$ cat config.mk
export PLATFORM = sky130hd
export DESIGN_NAME = associative_key_value_table_top
export DESIGN_NICKNAME = d
export VERILOG_FILES = /design/src/sv/akvt_pkg.sv /design/src/sv/akvt_front.sv /design/src/sv/akvt_queue.sv /design/src/sv/akvt_back.sv /design/src/sv/associative_key_value_table_top.sv
export VERILOG_INCLUDE_DIRS = /design/src /design/src/sv
export SDC_FILE = /design/constraint.sdc
export NUM_CORES = 2
export LEC_CHECK = 0
export BUFFER_PORTS_ARGS = -buffer_cell sky130_fd_sc_hd__buf_2
export CAP_MARGIN = 30
export CORE_AREA = 2 2 470 472
export DETAILED_ROUTE_END_ITERATION = 8
export DIE_AREA = 0 0 472 474
export GPL_TIMING_DRIVEN = 0
export HOLD_SLACK_MARGIN = 0.05
export PLACE_DENSITY = 0.56
export SLEW_MARGIN = 5
export SYNTH_ARGS = -nofsm -noshare
export SYNTH_HDL_FRONTEND = slang
export SYNTH_HIERARCHICAL = 1
export SYNTH_SLANG_ARGS = --single-unit
$ cat constraint.sdc
create_clock -name i_clk -period 11.6 [get_ports i_clk]
set_clock_uncertainty 0.2 [all_clocks]
set_input_delay 1.16 -clock i_clk [delete_from_list [all_inputs] [get_ports i_clk]]
set_output_delay 1.16 -clock i_clk [all_outputs]
set_load 0.005 [all_outputs]
$ cat src/sv/assert_macros.svh
// Assertion macros shared by the key/value table RTL.
// No dependencies; included by the modules that check their own logic.
`ifndef ASSERT_MACROS_SVH
`define ASSERT_MACROS_SVH

// Same-cycle implication, disabled while reset is low.
`define AKVT_ASSERT_NOW(label, clk, rst_n, ante, cons, msg) \
    label: assert property (@(posedge clk) disable iff (!(rst_n)) (ante) |-> (cons)) \
        else $error(msg);

// Next-cycle implication, disabled while reset is low.
`define AKVT_ASSERT_NEXT(label, clk, rst_n, ante, cons, msg) \
    label: assert property (@(posedge clk) disable iff (!(rst_n)) (ante) |=> (cons)) \
        else $error(msg);

`endif

$ cat src/sv/akvt_pkg.sv
// Shared types and constants for the key/value table.
// No dependencies; used by every module of the block.
package akvt_pkg;

    localparam int KEY_W       = 31;
    localparam int WORD_W      = 32;
    localparam int QUEUE_DEPTH = 2;
    localparam int QUEUE_AW    = 1;
    localparam int QUEUE_CW    = 2;

    localparam logic [KEY_W-1:0] KEY_FIRST = 31'd1;
    localparam logic [KEY_W-1:0] KEY_LAST  = 31'h7FFF_FFFF;

    typedef enum logic [3:0] {
        OP_ADD         = 4'd0,
        OP_VAL_BY_KEY  = 4'd1,
        OP_KEY_BY_VAL  = 4'd2,
        OP_RM_BY_KEY   = 4'd3,
        OP_RM_BY_VAL   = 4'd4,
        OP_UPDATE_VAL  = 4'd5,
        OP_TAG_BY_KEY  = 4'd6,
        OP_TAG_BY_VAL  = 4'd7,
        OP_GET_TAG     = 4'd8
    } t_op;

    // Classified request as it travels from the front to the back end.
    typedef struct packed {
        t_op               op;
        logic              by_value;
        logic [KEY_W-1:0]  key;
        logic [WORD_W-1:0] value;
        logic [WORD_W-1:0] tag;
    } t_cmd;

endpackage

$ cat src/sv/akvt_front.sv
// Front end: takes requests, classifies them and hands them to the queue.
// Depends on akvt_pkg.
module akvt_front (
    input  logic                      i_clk,
    input  logic                      i_rst_n,
    input  logic                      i_start,
    input  logic [3:0]                i_op,
    input  logic [akvt_pkg::KEY_W-1:0]  i_key_in,
    input  logic [akvt_pkg::WORD_W-1:0] i_value_in,
    input  logic [akvt_pkg::WORD_W-1:0] i_tag_in,
    input  logic                      i_full,
    output logic                      o_busy,
    output logic                      o_push,
    output akvt_pkg::t_cmd            o_cmd
);

    logic           r_vld;
    akvt_pkg::t_cmd r_cmd;
    akvt_pkg::t_cmd n_cmd;
    logic           w_accept;

    assign o_busy   = r_vld & i_full;
    assign o_push   = r_vld & ~i_full;
    assign o_cmd    = r_cmd;
    assign w_accept = i_start & ~o_busy;

    // Add searches for the empty key; value-based ops compare the value field.
    always_comb begin
        n_cmd          = '0;
        n_cmd.op       = akvt_pkg::t_op'(i_op);
        n_cmd.value    = i_value_in;
        n_cmd.tag      = i_tag_in;
        n_cmd.by_value = n_cmd.op inside {akvt_pkg::OP_KEY_BY_VAL, akvt_pkg::OP_RM_BY_VAL,
                                          akvt_pkg::OP_TAG_BY_VAL};
        n_cmd.key      = (n_cmd.op == akvt_pkg::OP_ADD) ? '0 : i_key_in;
    end

    always_ff @(posedge i_clk) begin
        if (!i_rst_n) begin
            r_vld <= 1'b0;
        end else if (w_accept) begin
            r_vld <= 1'b1;
        end else if (o_push) begin
            r_vld <= 1'b0;
        end
    end

    always_ff @(posedge i_clk) begin
        if (w_accept) begin
            r_cmd <= n_cmd;
        end
    end

endmodule

$ cat src/sv/akvt_queue.sv
// Short command queue between the front and back ends.
// Depends on akvt_pkg and assert_macros.svh.
`include "assert_macros.svh"

module akvt_queue (
    input  logic           i_clk,
    input  logic           i_rst_n,
    input  logic           i_push,
    input  akvt_pkg::t_cmd i_cmd,
    input  logic           i_pop,
    output logic           o_full,
    output logic           o_empty,
    output akvt_pkg::t_cmd o_cmd
);

    akvt_pkg::t_cmd                  r_data [akvt_pkg::QUEUE_DEPTH];
    logic [akvt_pkg::QUEUE_AW-1:0]   r_wp;
    logic [akvt_pkg::QUEUE_AW-1:0]   r_rp;
    logic [akvt_pkg::QUEUE_CW-1:0]   r_cnt;
    logic                            w_push;
    logic                            w_pop;

    assign o_full  = (r_cnt == akvt_pkg::QUEUE_CW'(akvt_pkg::QUEUE_DEPTH));
    assign o_empty = (r_cnt == '0);
    assign o_cmd   = r_data[r_rp];
    assign w_push  = i_push & ~o_full;
    assign w_pop   = i_pop & ~o_empty;

    always_ff @(posedge i_clk) begin
        if (!i_rst_n) begin
            r_wp  <= '0;
            r_rp  <= '0;
            r_cnt <= '0;
        end else begin
            if (w_push) begin
                r_wp <= r_wp + 1'b1;
            end
            if (w_pop) begin
                r_rp <= r_rp + 1'b1;
            end
            if (w_push && !w_pop) begin
                r_cnt <= r_cnt + 1'b1;
            end else if (w_pop && !w_push) begin
                r_cnt <= r_cnt - 1'b1;
            end
        end
    end

    always_ff @(posedge i_clk) begin
        if (w_push) begin
            r_data[r_wp] <= i_cmd;
        end
    end

    `AKVT_ASSERT_NOW(a_q_no_overflow, i_clk, i_rst_n, i_push, !o_full || i_pop, "queue push while full")
    `AKVT_ASSERT_NEXT(a_q_fill_grows, i_clk, i_rst_n, w_push && !w_pop, r_cnt == $past(r_cnt) + 1'b1, "queue count did not grow on push")

endmodule

$ cat src/sv/akvt_back.sv
// Back end: holds the table, scans it one entry per cycle and applies the request.
// Depends on akvt_pkg and assert_macros.svh.
`include "assert_macros.svh"

module akvt_back #(
    parameter int TABLE_DEPTH = 16
) (
    input  logic                        i_clk,
    input  logic                        i_rst_n,
    input  logic                        i_empty,
    input  akvt_pkg::t_cmd              i_cmd,
    output logic                        o_pop,
    output logic                        o_valid,
    output logic                        o_hit,
    output logic signed [akvt_pkg::WORD_W-1:0] o_key_out,
    output logic [akvt_pkg::WORD_W-1:0] o_value_out,
    output logic [akvt_pkg::WORD_W-1:0] o_tag_out
);

    localparam int IW = (TABLE_DEPTH > 1) ? $clog2(TABLE_DEPTH) : 1;
    localparam logic [IW-1:0] LAST_IDX = IW'(TABLE_DEPTH - 1);

    typedef enum logic [1:0] {
        ST_IDLE,
        ST_SCAN,
        ST_DONE
    } t_state;

    // Table storage; an entry with its valid bit low reads as zero.
    logic [akvt_pkg::KEY_W-1:0]  r_mem_key [TABLE_DEPTH];
    logic [akvt_pkg::WORD_W-1:0] r_mem_val [TABLE_DEPTH];
    logic [akvt_pkg::WORD_W-1:0] r_mem_tag [TABLE_DEPTH];
    logic [TABLE_DEPTH-1:0]      r_kv_valid;
    logic [TABLE_DEPTH-1:0]      r_tag_valid;

    t_state                      r_state;
    akvt_pkg::t_cmd              r_cmd;
    logic [IW-1:0]               r_idx;
    logic                        r_issue;
    logic                        r_cmp;
    logic [IW-1:0]               r_cidx;
    logic                        r_hit;
    logic [IW-1:0]               r_hidx;
    logic [akvt_pkg::KEY_W-1:0]  r_h_key;
    logic [akvt_pkg::WORD_W-1:0] r_h_val;
    logic [akvt_pkg::WORD_W-1:0] r_h_tag;
    logic [akvt_pkg::KEY_W-1:0]  r_next_key;

    logic [akvt_pkg::KEY_W-1:0]  r_rd_key;
    logic [akvt_pkg::WORD_W-1:0] r_rd_val;
    logic [akvt_pkg::WORD_W-1:0] r_rd_tag;
    logic                        r_rd_kvv;
    logic                        r_rd_tv;

    logic [akvt_pkg::KEY_W-1:0]  w_eff_key;
    logic [akvt_pkg::WORD_W-1:0] w_eff_val;
    logic [akvt_pkg::WORD_W-1:0] w_eff_tag;
    logic                        w_match;
    logic                        w_kv_we;
    logic                        w_kv_clr;
    logic                        w_tag_we;
    logic [akvt_pkg::KEY_W-1:0]  w_wkey;
    logic [akvt_pkg::KEY_W-1:0]  n_next_key;

    assign o_pop     = (r_state == ST_IDLE) & ~i_empty;
    assign w_eff_key = r_rd_kvv ? r_rd_key : '0;
    assign w_eff_val = r_rd_kvv ? r_rd_val : '0;
    assign w_eff_tag = r_rd_tv  ? r_rd_tag : '0;
    assign w_match   = r_cmd.by_value ? (w_eff_val == r_cmd.value) : (w_eff_key == r_cmd.key);
    assign n_next_key = (r_next_key == akvt_pkg::KEY_LAST) ? akvt_pkg::KEY_FIRST
                                                           : r_next_key + 1'b1;

    // Table updates happen in the single result cycle after the scan.
    always_comb begin
        w_kv_we  = 1'b0;
        w_kv_clr = 1'b0;
        w_tag_we = 1'b0;
        w_wkey   = r_h_key;
        if (r_state == ST_DONE && r_hit) begin
            case (r_cmd.op)
                akvt_pkg::OP_ADD: begin
                    w_kv_we = 1'b1;
                    w_wkey  = r_next_key;
                end
                akvt_pkg::OP_UPDATE_VAL: begin
                    w_kv_we = 1'b1;
                end
                akvt_pkg::OP_RM_BY_KEY, akvt_pkg::OP_RM_BY_VAL: begin
                    w_kv_clr = 1'b1;
                end
                akvt_pkg::OP_TAG_BY_KEY, akvt_pkg::OP_TAG_BY_VAL: begin
                    w_tag_we = 1'b1;
                end
                default: begin
                    w_kv_we = 1'b0;
                end
            endcase
        end
    end

    always_ff @(posedge i_clk) begin
        if (w_kv_we) begin
            r_mem_key[r_hidx] <= w_wkey;
            r_mem_val[r_hidx] <= r_cmd.value;
        end
        if (w_tag_we) begin
            r_mem_tag[r_hidx] <= r_cmd.tag;
        end
        r_rd_key <= r_mem_key[r_idx];
        r_rd_val <= r_mem_val[r_idx];
        r_rd_tag <= r_mem_tag[r_idx];
    end

    always_ff @(posedge i_clk) begin
        if (!i_rst_n) begin
            r_state     <= ST_IDLE;
            r_kv_valid  <= '0;
            r_tag_valid <= '0;
            r_next_key  <= akvt_pkg::KEY_FIRST;
            r_issue     <= 1'b0;
            r_cmp       <= 1'b0;
            r_hit       <= 1'b0;
            o_valid     <= 1'b0;
        end else begin
            o_valid  <= 1'b0;
            r_rd_kvv <= r_kv_valid[r_idx];
            r_rd_tv  <= r_tag_valid[r_idx];
            case (r_state)
                ST_IDLE: begin
                    if (!i_empty) begin
                        r_cmd   <= i_cmd;
                        r_idx   <= '0;
                        r_issue <= 1'b1;
                        r_cmp   <= 1'b0;
                        r_hit   <= 1'b0;
                        r_state <= ST_SCAN;
                    end
                end
                ST_SCAN: begin
                    r_cmp  <= r_issue;
                    r_cidx <= r_idx;
                    if (r_issue) begin
                        if (r_idx == LAST_IDX) begin
                            r_issue <= 1'b0;
                        end else begin
                            r_idx <= r_idx + 1'b1;
                        end
                    end
                    if (r_cmp && w_match) begin
                        r_hit   <= 1'b1;
                        r_hidx  <= r_cidx;
                        r_h_key <= w_eff_key;
                        r_h_val <= w_eff_val;
                        r_h_tag <= w_eff_tag;
                        r_state <= ST_DONE;
                    end else if (r_cmp && r_cidx == LAST_IDX) begin
                        r_state <= ST_DONE;
                    end
                end
                ST_DONE: begin
                    o_valid     <= 1'b1;
                    o_hit       <= 1'b0;
                    o_key_out   <= '0;
                    o_value_out <= '0;
                    o_tag_out   <= '0;
                    case (r_cmd.op)
                        akvt_pkg::OP_ADD: begin
                            o_hit     <= r_hit;
                            o_key_out <= r_hit ? {1'b0, r_next_key} : '1;
                        end
                        akvt_pkg::OP_VAL_BY_KEY, akvt_pkg::OP_RM_BY_KEY: begin
                            o_hit       <= r_hit;
                            o_value_out <= r_hit ? r_h_val : '0;
                        end
                        akvt_pkg::OP_KEY_BY_VAL: begin
                            o_hit     <= r_hit;
                            o_key_out <= r_hit ? {1'b0, r_h_key} : '1;
                        end
                        akvt_pkg::OP_RM_BY_VAL: begin
                            o_hit     <= r_hit;
                            o_key_out <= r_hit ? {1'b0, r_h_key} : '0;
                        end
                        akvt_pkg::OP_UPDATE_VAL, akvt_pkg::OP_TAG_BY_KEY,
                        akvt_pkg::OP_TAG_BY_VAL: begin
                            o_hit <= r_hit;
                        end
                        akvt_pkg::OP_GET_TAG: begin
                            o_hit     <= r_hit;
                            o_tag_out <= r_hit ? r_h_tag : '0;
                        end
                        default: begin
                            o_hit <= 1'b0;
                        end
                    endcase
                    if (w_kv_we) begin
                        r_kv_valid[r_hidx] <= 1'b1;
                    end
                    if (w_kv_clr) begin
                        r_kv_valid[r_hidx] <= 1'b0;
                    end
                    if (w_tag_we) begin
                        r_tag_valid[r_hidx] <= 1'b1;
                    end
                    if (w_kv_we && r_cmd.op == akvt_pkg::OP_ADD) begin
                        r_next_key <= n_next_key;
                    end
                    r_issue <= 1'b0;
                    r_cmp   <= 1'b0;
                    r_state <= ST_IDLE;
                end
                default: begin
                    r_state <= ST_IDLE;
                end
            endcase
        end
    end

    `AKVT_ASSERT_NEXT(a_done_strobes, i_clk, i_rst_n, r_state == ST_DONE, o_valid, "result cycle did not raise the strobe")
    `AKVT_ASSERT_NEXT(a_strobe_single, i_clk, i_rst_n, o_valid, !o_valid, "result strobe held longer than one cycle")
    `AKVT_ASSERT_NOW(a_pop_idle_only, i_clk, i_rst_n, o_pop, r_state == ST_IDLE && !i_empty, "pop outside idle or from empty queue")

endmodule

$ cat src/sv/associative_key_value_table_top.sv
// Top level of the associative key/value table.
// Depends on akvt_pkg, akvt_front, akvt_queue and akvt_back.
// Usage:
//   Requests enter on i_op, i_key_in, i_value_in and i_tag_in. A request is
//   taken at a rising edge where start is high and busy is low. Drive start
//   only with a complete request; busy rises when the front register and the
//   command queue are both full.
//   Each request yields exactly one result on o_hit, o_key_out, o_value_out
//   and o_tag_out, shown for one cycle with o_valid high. The receiver cannot
//   hold results off; capture them on the strobe.
//   Scan: the back end scans the table one entry per cycle through a
//   registered read port, stopping at the first match. Each request passes
//   through an idle state, the scan and a result state; the back end takes
//   no new request from the queue until the last one has left the result
//   state. A lone item first passes the front register and the queue;
//   a queued item also waits out the scans ahead of it.
//   The front keeps accepting while the back end scans, up to three items
//   in flight ahead of the scan.
//   Reset (i_rst_n low, synchronous) empties every entry, clears all tags,
//   restarts the key counter at 1 and drops any queued requests. No clearing
//   pass is needed: per-entry valid bits make empty entries read as zero.
module associative_key_value_table_top #(
    parameter int TABLE_DEPTH = 16
) (
    input  logic                                i_clk,
    input  logic                                i_rst_n,
    input  logic                                start,
    input  logic [3:0]                          i_op,
    input  logic [akvt_pkg::KEY_W-1:0]          i_key_in,
    input  logic [akvt_pkg::WORD_W-1:0]         i_value_in,
    input  logic [akvt_pkg::WORD_W-1:0]         i_tag_in,
    output logic                                busy,
    output logic                                o_valid,
    output logic                                o_hit,
    output logic signed [akvt_pkg::WORD_W-1:0]  o_key_out,
    output logic [akvt_pkg::WORD_W-1:0]         o_value_out,
    output logic [akvt_pkg::WORD_W-1:0]         o_tag_out
);

    // Front to queue.
    logic           w_push;
    akvt_pkg::t_cmd w_push_cmd;
    logic           w_full;

    // Queue to back end.
    logic           w_pop;
    logic           w_empty;
    akvt_pkg::t_cmd w_pop_cmd;

    // Classify the request and hold it until the queue has room.
    akvt_front u_front (
        .i_clk      (i_clk),
        .i_rst_n    (i_rst_n),
        .i_start    (start),
        .i_op       (i_op),
        .i_key_in   (i_key_in),
        .i_value_in (i_value_in),
        .i_tag_in   (i_tag_in),
        .i_full     (w_full),
        .o_busy     (busy),
        .o_push     (w_push),
        .o_cmd      (w_push_cmd)
    );

    // Decouple intake from the scan so each side stalls on its own.
    akvt_queue u_queue (
        .i_clk   (i_clk),
        .i_rst_n (i_rst_n),
        .i_push  (w_push),
        .i_cmd   (w_push_cmd),
        .i_pop   (w_pop),
        .o_full  (w_full),
        .o_empty (w_empty),
        .o_cmd   (w_pop_cmd)
    );

    // Scan the table, apply the update and drive the result strobe.
    akvt_back #(
        .TABLE_DEPTH (TABLE_DEPTH)
    ) u_back (
        .i_clk       (i_clk),
        .i_rst_n     (i_rst_n),
        .i_empty     (w_empty),
        .i_cmd       (w_pop_cmd),
        .o_pop       (w_pop),
        .o_valid     (o_valid),
        .o_hit       (o_hit),
        .o_key_out   (o_key_out),
        .o_value_out (o_value_out),
        .o_tag_out   (o_tag_out)
    );

endmodule

# After elaboration in Yosys (flattened, before gate mapping)
# Memory sizes are Yosys's and may differ from the RTL's. A register that Yosys moved wholly into a read port is not among the register bits.
# Index checks and enable logic that the tools add are counted.
# classes
n_lt_le_gt_ge,3
reduce_logical,35
n_mux,53
add_sub_neg,6
eq_ne,24
bitwise,13
# ops
cell,n
31-bit 2-to-1 mux,5
32-bit 2-to-1 mux,3
32-bit one-hot mux with 3 select lines,1
16-bit 2-to-1 mux,4
32-bit equality test,1
16-bit OR,2
31-bit by 1-bit adder with 31-bit output (second input constant),1
31-bit equality test,1
31-bit equality test (second input constant),1
4-bit by 3-bit equality test with 1-bit output (second input constant),6
1-bit 2-to-1 mux,24
16-bit AND,1
16-bit NOT,1
2-bit AND reduction,8
4-bit by 2-bit equality test with 1-bit output (second input constant),3
4-bit equality test (second input constant),3
4-bit 2-to-1 mux,3
4-bit by 5-bit < comparator with 1-bit output (second input constant),2
2-bit 2-to-1 mux,5
3-bit AND reduction,3
9-bit OR reduction,1
1-bit binary-select mux with 4-bit select,2
4-bit zero test,2
4-bit one-hot mux with 2 select lines,1
other kinds (24),50
# totals
regBits,380
in_bits,102
mem_bits_rw,1720
wordCells,167
out_inout_bits,99
n_memories,4
# mem_list
name,depth,word_bits,read_ports,rd_clocked_by_memory_dff,wr,line_no,rtl
u_back.r_mem_tag,16,32,1,1,1,akvt_back.sv:32,logic [akvt_pkg::WORD_W-1:0] r_mem_tag [TABLE_DEPTH];
u_back.r_mem_val,16,32,1,1,1,akvt_back.sv:31,logic [akvt_pkg::WORD_W-1:0] r_mem_val [TABLE_DEPTH];
u_back.r_mem_key,16,31,1,1,1,akvt_back.sv:30,logic [akvt_pkg::KEY_W-1:0] r_mem_key [TABLE_DEPTH];
u_queue.r_data,2,100,1,1,1,akvt_queue.sv:16,akvt_pkg::t_cmd r_data [akvt_pkg::QUEUE_DEPTH];

# Depth between registers and ports, before layout
# logic_depth
word_depth,10
depth_mapped,10
mapped_depth_nobuf,9

# Cells and area by module
# The synthesis kept the hierarchy.
# by_module_without_submodules
module,n_inst,cells_each,seq_area_each_um2,area_each_um2
akvt_back,1,3387,58115.7,74253.7
akvt_queue,1,336,6105.9,7445.9
akvt_front,1,144,3022.9,3306.9

# Least setup slack after synthesis
# No wires, ideal clock.
# synth_timing
kind,register to register
start,reg u_back/r_cmd[51] (netlist name)
end,"reg u_back/r_h_key[0] (netlist name), enable pin"
setup_slack_ps,4710
required_ps,10842
path_stages_with_launch,8
setup_ps,558
t_arrival_ps,6132
path_buffers,0
synth_period_minus_slack_ps,6890
path_cell_list,edfxtp_1 -> nor4bb_1 -> a31o_2 -> a22oi_1 -> or4_1 -> nor4_1 -> o21ai_0 -> nor2_1
# synth_between
elab_chain_cells,4
# synth_lines
element,line_no,rtl
start: declaration,akvt_back.sv:37,akvt_pkg::t_cmd r_cmd;
start signal: assignment,akvt_back.sv:131,r_cmd <= i_cmd;
32-bit equality test,akvt_back.sv:69,assign w_match = r_cmd.by_value ? (w_eff_val == r_cmd.value) : (w_eff_key == r_cmd.key);
1-bit 2-to-1 mux,akvt_back.sv:69,
1-bit logical AND,akvt_back.sv:149,if (r_cmp && w_match) begin
3-bit AND reduction (no source line),n/a,
end signal: assignment,akvt_back.sv:152,r_h_key <= w_eff_key;
end: declaration,akvt_back.sv:44,logic [akvt_pkg::KEY_W-1:0] r_h_key;
# No other way between the ends.
# A chain may end at the register's enable or synchronous reset.

# Worst setup path after layout
# layout_timing
start,reg u_back.r_rd_kvv
end,"reg u_back/r_h_tag[9] (netlist name), enable pin"
# layout_between
elab_chain_cells,5
elab_cells_between_ends,7
cone_classes,eq/ne (2); mux (3); reduce/logical (2)
# layout_lines
element,line_no,rtl
start: declaration,akvt_back.sv:52,logic r_rd_kvv;
start signal: assignment,akvt_back.sv:126,r_rd_kvv <= r_kv_valid[r_idx];
32-bit 2-to-1 mux or 31-bit 2-to-1 mux (tied branches),"akvt_back.sv:67, akvt_back.sv:66",
32-bit equality test or 31-bit equality test (tied branches),akvt_back.sv:69,
1-bit 2-to-1 mux *,akvt_back.sv:69,
1-bit logical AND *,akvt_back.sv:149,
3-bit AND reduction (no source line) *,n/a,
end signal: assignment,akvt_back.sv:154,r_h_tag <= w_eff_tag;
end: declaration,akvt_back.sv:46,logic [akvt_pkg::WORD_W-1:0] r_h_tag;
# Mark *: on every way between the ends. The rest lies on a longest branch, timed or not.

==> results.py <==
metrics = {
    "critical_path": {
        "r2r_cells": 12,
        "regToRegSetupSlack_ns": 5.66,
        "crit_chain": "buf_2 > clkbuf_1 > clkbuf_1 > nand4b_1 > o211ai_1 > nand3_1 > nor4_1 > buf_2 > o21ai_0 > nor2_4 > buf_16 > buf_12",
        "worstReg2RegStart": "u_back/r_rd_kvv$_DFFE_PP_",
        "slowest_delay_ns": 0.82,
        "cp-endpoint": "u_back/r_h_tag[9]$_SDFFCE_PN0P_",
        "critPathLaunch": "u_back/r_rd_kvv$_DFFE_PP_",
        "worstPathArrival_ns": 6.27,
        "crit_required_ns": 11.93,
        "crit_fanout": 24,
        "r2r-end": "u_back/r_h_tag[9]$_SDFFCE_PN0P_",
        "critPathLaunchType": "register",
        "path_class": "reg -> reg",
        "end_kind": "register",
        "cp_slowest_cell": "clkbuf_1",
    },
    "detailed_routing": {
        "final_antenna_net_count": 0,
        "routed_wl_um": 217000,
        "drc_errors": 0,
        "wl_per_cell_um": 28.7,
        "first_iter_violations": 4230,
        "first_pass_iters": 6,
        "vias": 40872,
        "via_per_inst": 5.41,
    },
    "synthesis": {
        "synth_area_per_cell_um2": 22.0,
        "ys_ff_latch": 2296,
        "synth_flop_cell": "edfxtp_1",
        "synth_top_cell_by_area": "edfxtp_1",
        "synth_area_leaders": "edfxtp_1 (75%), mux4_2 (13%), dfxtp_1 (4.0%)",
        "yosysTopAreaCellShare_pct": 75.1,
        "synth.distinct_cells": 60,
        "ys_seq_area_share_pct": 79.1,
        "yosys-top-cells-count": "edfxtp_1 (2126), mux4_2 (485), dfxtp_1 (170)",
        "synthesis.nets": 3972,
        "synthCells": 3867,
        "async_flop_share_pct": 0,
        "yosysMostFrequentCell": "edfxtp_1",
        "ys_warn_count": 6,
        "synth_edf_count": 2126,
        "synthesis.area_mm2": 0.0850,
    },
    "floorplan": {
        "die_y_um": 474,
        "coreArea_mm2": 0.219,
        "initial_core_util_pct": 38.9,
        "num_rows": 172,
        "die-area_mm2": 0.224,
        "pin_count": 201,
        "die_w_um": 472,
    },
    "sta": {
        "finalCriticalPeriod_ns": 5.94,
        "slew_headroom_pct": 30.7,
        "fin_ws_ns": 5.66,
        "final-setup-viol-count": 0,
        "max_freq_mhz": 168,
        "tightestPinTransition_ns": 1.04,
        "rsz0062_at_grt": "false",
        "slew_violations": 0,
        "min_period_over_period_pct": 51.2,
        "fin_hold_ws_ns": 0.205,
        "hold_violations": 0,
    },
    "placed_design": {
        "dpl_worst_slack_ns": 5.81,
        "place_congestion": 0.812,
        "place_area_mm2": 0.0932,
        "portBuffers": 200,
        "dp_hpwl_um": 146000,
    },
    "layout": {
        "regArea_mm2": 0.0672,
        "layout-drive-gt1-share_pct": 30.3,
        "design_area_mm2": 0.101,
        "syn_to_final_growth_pct": 18.9,
        "fillers": 18198,
        "multi_input_area_mm2": 0.0172,
        "nNetsFinal": 4582,
    },
    "grt": {
        "grt_usage_pct": 19.3,
        "grt_max_degree": 51,
        "use_met1_pct": 26.3,
        "use_met3_pct": 3.36,
        "overflow": 0,
        "antenna_found_initial": 15,
        "grt_pass1_wl_um": 307000,
        "top_usage_layer": "met2",
        "grtUsageMet2_pct": 31.9,
        "grt_pass1_vias": 41526,
    },
    "flow_run": {
        "maxCapViolations": 0,
    },
    "hold_path": {
        "hold_path.class": "reg -> reg",
        "worstHoldStart": "u_front/o_cmd[84]$_SDFFCE_PN0P_",
    },
    "clocking": {
        "clkLatencyLatePin_ns": 0.90,
        "clkSinkCount": 2296,
        "cts_resized": 0,
        "numCtsBuffers": 230,
        "post_cts_buffers": 0,
        "htree_levels": 4,
        "cts_root_buffer": "clkbuf_16",
        "clk_pin_slew_ns": 0.06,
        "cts_hold_buf": 0,
        "ctsLongestPathBuffers": 3,
        "cts_tree": "done",
    },
    "power_and_ir_drop": {
        "max-vdd-ir-drop_mv": 0.151,
        "finalPower_w": 0.0205,
        "p_leak_nw": 32.2,
        "powerDensity_mw_per_mm2": 203,
    },
    "outcome": {
        "status": "finished clean",
    },
}
## worst min-delay path by stage
stage | to | cells past startpoint
2_1_floorplan | u_back/r_hidx[0]$_DFFE_PP_ | 0
3_3_place_gp | u_queue/r_data[1][60]$_DFFE_PP_ | 0
3_5_place_dp | u_queue/r_data[1][14]$_DFFE_PP_ | 0
4_1_cts | u_front/o_cmd[33]$_DFFE_PP_ | 1
5_1_grt | u_front/o_cmd[33]$_DFFE_PP_ | 1
6_report | u_queue/r_data[0][84]$_DFFE_PP_ | 0
## kinds of logic after synthesis
family                     after synthesis  synth area share, %
DFF                                   2296                 79.1
muxes                                  587                 14.2
and+or+nand+nor                        569                 3.62
buffers and inverters                  199                0.958
AOI/OAI and AO/OA                      155                 1.48
xor gates and xnor gates                58                0.598
adders and majority gates                3               0.0442
## layout by cell type, fill, tap and decap left out, types with 13 or more instances in the layout
cell type / netlist / routed
nand3_1: 25 / 25
and2_1: 167 / 165
buf_6: 2 / 14
clkbuf_16: 0 / 231
buf_16: 0 / 42
o21ai_0: 28 / 28
nand4_1: 27 / 27
inv_1: 21 / 21
xnor2_1: 33 / 33
dfxtp_1: 170 / 170
bufinv_16: 0 / 20
o21a_1: 18 / 18
clkinv_1: 0 / 23
buf_1: 33 / 33
buf_2: 12 / 215
o221a_2: 16 / 16
mux4_2: 485 / 485
nor2b_1: 46 / 45
edfxtp_1: 2126 / 2126
nor2_4: 0 / 33
clkbuf_8: 0 / 30
buf_12: 0 / 54
clkinv_2: 0 / 46
clkbuf_1: 120 / 177
xor2_1: 25 / 25
nand4b_1: 13 / 13
a221o_1: 32 / 32
buf_8: 0 / 66
nor2_1: 98 / 64
mux2_2: 101 / 101
nand2_1: 131 / 131
## routing by layer
metal,vias up,part of all wire (%)
met5,-,0.028
met4,8,2.5
met3,290,6.6
met2,1448,49
met1,21963,42
li1,17163,-
## sequential cells by signal, indices dropped and copies added, names as in the netlist, 2 cells and up, named ones only
name and count:
u_back/r_mem_tag 512, u_back/r_mem_val 512, u_back/r_mem_key 496, u_queue/r_data 200, u_back/r_cmd 100, u_front/o_cmd 100, u_back/o_key_out 32, u_back/o_tag_out 32
u_back/o_value_out 32, u_back/r_h_tag 32, u_back/r_h_val 32, u_back/r_rd_tag 32, u_back/r_rd_val 32, u_back/r_h_key 31, u_back/r_next_key 31, u_back/r_rd_key 31
u_back/r_kv_valid 16, u_back/r_tag_valid 16, u_back/r_cidx 4, u_back/r_hidx 4, u_back/r_idx 4, u_back/r_state 2, u_queue/r_cnt 2
## worst max-delay path: cells and delay by family, from the launching register on
kind                   cells  cell delay, ns
buffers and inverters      6            2.76
and+or+nand+nor            4            1.56
DFF                        1            0.41
AOI/OAI and AO/OA          2            0.59
## per-stage QoR
step	TNS [ns]	util, %	cells
floorplan	0	-	3867
global placement	-137.78	41.0	6938
detailed placement	0	42.6	7112
CTS	0	46.2	7551
global route	0	46.2	7556
finish	0	46.2	7557
## report_power, final
part	switching, W	internal (W)	total, W
clock network	0.00320	0.00434	0.00754
logic	0.00139	0.00131	0.00269
registers	0.000582	0.00969	0.0103
total	0.00517	0.0153	0.0205
## layout make-up
| type | instances | area share (%) |
|---|---|---|
| plain buffers | 177 | 0.726 |
| well taps | 2871 | 3.55 |
| clock buffers | 320 | 6.34 |
| repair buffers | 378 | 4.34 |
| diodes | 2 | 0.00495 |
| clock inverters | 119 | 1.40 |
| flip-flops and latches | 2296 | 66.5 |
| inverters | 22 | 0.0817 |
| multi-input cells | 1372 | 17.0 |
(Power assumes the default switching activity.)
